===== config.mk =====
export PLATFORM = sky130hd
export DESIGN_NAME = lc3_ram
export DESIGN_NICKNAME = d
export VERILOG_FILES = /design/src/hdl/lc3_ram.sv
export SDC_FILE = /design/constraint.sdc
export NUM_CORES = 2
export LEC_CHECK = 0
export ABC_CLOCK_PERIOD_IN_PS = 5050
export BUFFER_PORTS_ARGS = -buffer_cell sky130_fd_sc_hd__buf_2
export CAP_MARGIN = 20
export CORE_ASPECT_RATIO = 2
export CORE_MARGIN = 2
export CORE_UTILIZATION = 55
export DETAILED_ROUTE_END_ITERATION = 10
export PLACE_DENSITY = 0.7
export RECOVER_POWER = 25
export SETUP_SLACK_MARGIN = 0.3
export SLEW_MARGIN = 20
export SYNTH_ARGS = -nofsm -noshare
export SYNTH_HDL_FRONTEND = slang
export SYNTH_SLANG_ARGS = --single-unit

===== constraint.sdc =====
create_clock -name clock -period 5.05 [get_ports clock]
set_clock_uncertainty 0.2 [all_clocks]
set_input_delay 0.2525 -clock clock [delete_from_list [all_inputs] [get_ports clock]]
set_output_delay 0.2525 -clock clock [all_outputs]
set_load 0.05 [all_outputs]

===== src/hdl/lc3_ram.sv =====
// ----------------------------------------------------------------------------
// Generic single-port RAM
// One write or one read a cycle; read data registered.
// ----------------------------------------------------------------------------
module lc3_ram #(
   parameter int WIDTH = 16,
   parameter int DEPTH = 256
) (
   input  logic                     clock,
   input  logic                     wr_en,
   input  logic [$clog2(DEPTH)-1:0] addr,
   input  logic [WIDTH-1:0]         wr_data,
   output logic [WIDTH-1:0]         rd_data
);

   logic [WIDTH-1:0] mem [DEPTH];

   always_ff @(posedge clock) begin
      if (wr_en) begin
         mem[addr] <= wr_data;
      end
      rd_data <= mem[addr];
   end

endmodule


# == After elaboration in Yosys (flattened, before gate mapping) ==
# Memories as Yosys holds them, arrays and structs flattened. A register that Yosys moved wholly into a read port is not among the register bits.
# Cells that the tools add are included.
# op_classes
mux,2
# ops
op,n
2-to-1 mux 1 bit,2
# word_totals
ram_bits,4096
memories,1
out_inout_bits,16
in_bits,26
reg_bits,0
# memory_table
memory,depth,width,rd,rd_ports_with_merged_regs,write_ports,line,source
mem,256,16,1,1,1,16,logic [WIDTH-1:0] mem [DEPTH];

# == Longest topological paths before layout ==
# depth
word_depth,2
ltp_mapped,10
mapped_depth_nobuf,5

# == Worst setup path before layout ==
# No wires, ideal clock.
# synth_timing
path_kind,input -> register
startpoint,input port addr[0]
endpoint,memory mem[145][0] (enable)
arrival_time_ps,2541
cell_stages,7
slack_ps,1899
setup_time_ps,409
path_cell_list,clkbuf_1 buf_6 clkbuf_1 buf_2 nand2b_1 clkbuf_1 nor3_1
# synth_lines
item,line,source
start: declaration,11,"input logic [$clog2(DEPTH)-1:0] addr,"
end: declaration,16,
# No word-level cell before the write port.

# == Worst setup path in the final report ==
# layout_timing
startpoint,input port wr_data[9]
endpoint,memory mem[69][9] (data pin)
# layout_lines
item,line,source
start: declaration,12,"input logic [WIDTH-1:0] wr_data,"
# No word-level cell before the write port.

==> impl_metrics.tcl <==
set metrics [dict create \
    initial_core_util 0.551 \
    remaining_antenna_violation_count 0 \
    grt_remaining_overflow 0 \
    route.vias.total 75200 \
    synth_cell_types 22 \
    cts-root-to-sink-buffers 4 \
    r2r-start "mem[63][2]$_DFFE_PP_" \
    crit_type "in -> reg" \
    clock.fmax_ghz 0.268 \
    postSynthRegisterBits 4112 \
    synth.net_count 6753 \
    post-cts-setup-buffers 0 \
    dieHeight_um 756 \
    port-buffer-count 41 \
    outcome "finished, violations left" \
    grt_usage 0.268 \
    hold_viol 0 \
    avgViaCountPerCell 6.68 \
    max-cap-violations 15 \
    worstSetupEndpointType "flop" \
    timing.final.crit_share 0.738 \
    setup_tns_ns 0 \
    area_growth_pct 12.4 \
    power.ir.vdd_worst_mv 0.463 \
    worst_setup_hold_path_clk_slew_ns 0.07 \
    leakagePower_nw 53.7 \
    final_cell_mix "edfxtp_1, mux4_2, a22oi_1" \
    post_route_cells_drive_above_1_share 0.283 \
    finalSetupViolations 0 \
    clkLatencyLatePin_ns 0.92 \
    postPlaceCellArea_um2 163000 \
    cts_tree "done" \
    timing.hold.worst.start "addr[3]" \
    detail_route.drc_violations 0 \
    grt_first_pass_wirelength_mm 552 \
    post_synthesis_cell_area_um2 155000 \
    clock_sinks 4112 \
    die_area_um2 287000 \
    arrival_ns 3.95 \
    finish.net_count 7254 \
    most_frequent_standard_cell_in_the_layout_excluding_fill_and_tap_cells "edfxtp_1" \
    final_wirelength_mm 386 \
    final_estimated_routing_congestion_in_global_placement 0.887 \
    final-max-slew-violation-count 1603 \
    antenna_found_initial 11 \
    final_core_occ 0.620 \
    synth.avg_cell_area_um2 23.1 \
    synthesis.instances 6727 \
    rsz0062_at_grt "no" \
    crit_fanout 140 \
    h-tree-depth 5 \
    rel_slew_slack -1.30 \
    grt_max_degree 173 \
    worst-slew-pin-transition_ns 3.45 \
    cts_root_buffer_type "clkbuf_16" \
    dp_hpwl_mm 225 \
    cp-start-kind "primary input" \
    total_clock_buffers_created_by_cts 341 \
    placeableCoreArea_um2 282000 \
    die-width_um 380 \
    hold_class "in -> reg" \
    power-per-cell-area_nw_per_um2 388 \
    synth_sequential_area_ratio 0.794 \
    worst_setup_path_startpoint "wr_data[9]" \
    detail_route.wl_per_cell_um 34.3 \
    synth-warning-count 0 \
    post-route-min-period_ns 3.73 \
    crit_required_ns 5.28 \
    placement_rows 276 \
    violations "capacitance limit, slew limit" \
    drt_first_iter_violations 10800 \
    drt_first_pass_iters 5 \
    io_pins 42 \
    via_count_of_the_first_global_routing_pass 75500 \
    final_design_area_no_fill_um2 175000 \
]
[cell families (layout without fill, tap and decap cells)]
family          count (synthesis)  in the layout  share of synthesized area
buf+inv                       421           1192                     0.0124
compound gates                832            832                     0.0366
simple gates                  338            338                    0.00907
flops                        4112           4112                      0.794
other cells                     0              7                          0
mux                          1024           1024                      0.148
[stage by stage]
stage | power, W | setup slack [ns] | hold WS, ns | instances
finish | 0.0677 | 1.32 | 0.199 | 11300
global route | 0.0694 | 0.994 | 0.192 | 11300
CTS | 0.0680 | 1.81 | 0.141 | 11200
detailed placement | 0.0416 | 0.875 | 0.478 | 10600
global placement | 0.0416 | 0.343 | 0.465 | 10600
floorplan | 0.0401 | 1.90 | 0.151 | 6727
[what timing repair did]
| item | CTS | global route |
|---|---|---|
| endpoints found under the hold margin | 1838 | 0 |
| hold buffers | 20 | 0 |
| resized for setup | 0 | 0 |
[synthesized netlist by cell type]
cell type	n	area share
a21oi_1	256	0.0082
a22oi_1	512	0.025
and2_1	3	0.00012
buf_1	54	0.0013
buf_2	76	0.0024
buf_4	16	0.00077
buf_6	25	0.0018
clkbuf_1	249	0.0060
dfxtp_1	16	0.0021
edfxtp_1	4096	0.79
inv_1	1	0.000024
mux4_2	1024	0.15
nand2_1	28	0.00068
nand2b_1	6	0.00024
nand3_1	13	0.00042
nand4_1	16	0.00064
nor2_1	232	0.0056
nor2b_1	7	0.00028
nor3_1	30	0.00097
o41ai_1	64	0.0036
or2_2	2	0.000081
or3_1	1	0.000040
[registers in the layout (all words and copies together), names as in the netlist]
signal   count
rd_data     16
mem       4096
[path summary, 6_finish.rpt]
kind,cells past startpoint,end,slack [ns]
worst max-delay path,3,mem[69][9]$_DFFE_PP_,1.32
worst min-delay path,3,mem[145][11]$_DFFE_PP_,0.20
worst max register to register,5,rd_data[2]$_DFF_P_,2.05
worst min register to register,5,rd_data[13]$_DFF_P_,0.77
[report_power, final]
part | switching (W) | internal, W
Combinational | 0.00215 | 0.00110
Clock | 0.0118 | 0.0150
Sequential | 0.0000713 | 0.0376
Total | 0.0140 | 0.0537
[worst max-delay path, cell delays in order]
cell and delay, ns:
dlygate4sd3_1 0.52, clkbuf_1 1.47, clkbuf_4 1.53
[final cells by class]
| class | instances | area, um^2 |
|---|---|---|
| Clock buffer | 411 | 9110 |
| Sequential cell | 4112 | 123000 |
| Fill cell | 18500 | 107000 |
| Inverter | 1 | 3.75 |
| Antenna cell | 7 | 17.5 |
| Tap cell | 3753 | 4700 |
| Clock inverter | 202 | 2090 |
| Multi-Input combinational cell | 2194 | 30500 |
| Timing Repair Buffer | 578 | 4970 |
[metal layers]
metal / wire length [um] / up-vias / global-route usage
li1: - / 30000 / -
met1: 139000 / 39900 / 0.367
met2: 190000 / 4698 / 0.433
met3: 39600 / 670 / 0.0476
met4: 18000 / 4 / 0.110
met5: 28 / - / 0
Note: power is estimated with default switching activity, not from simulation.
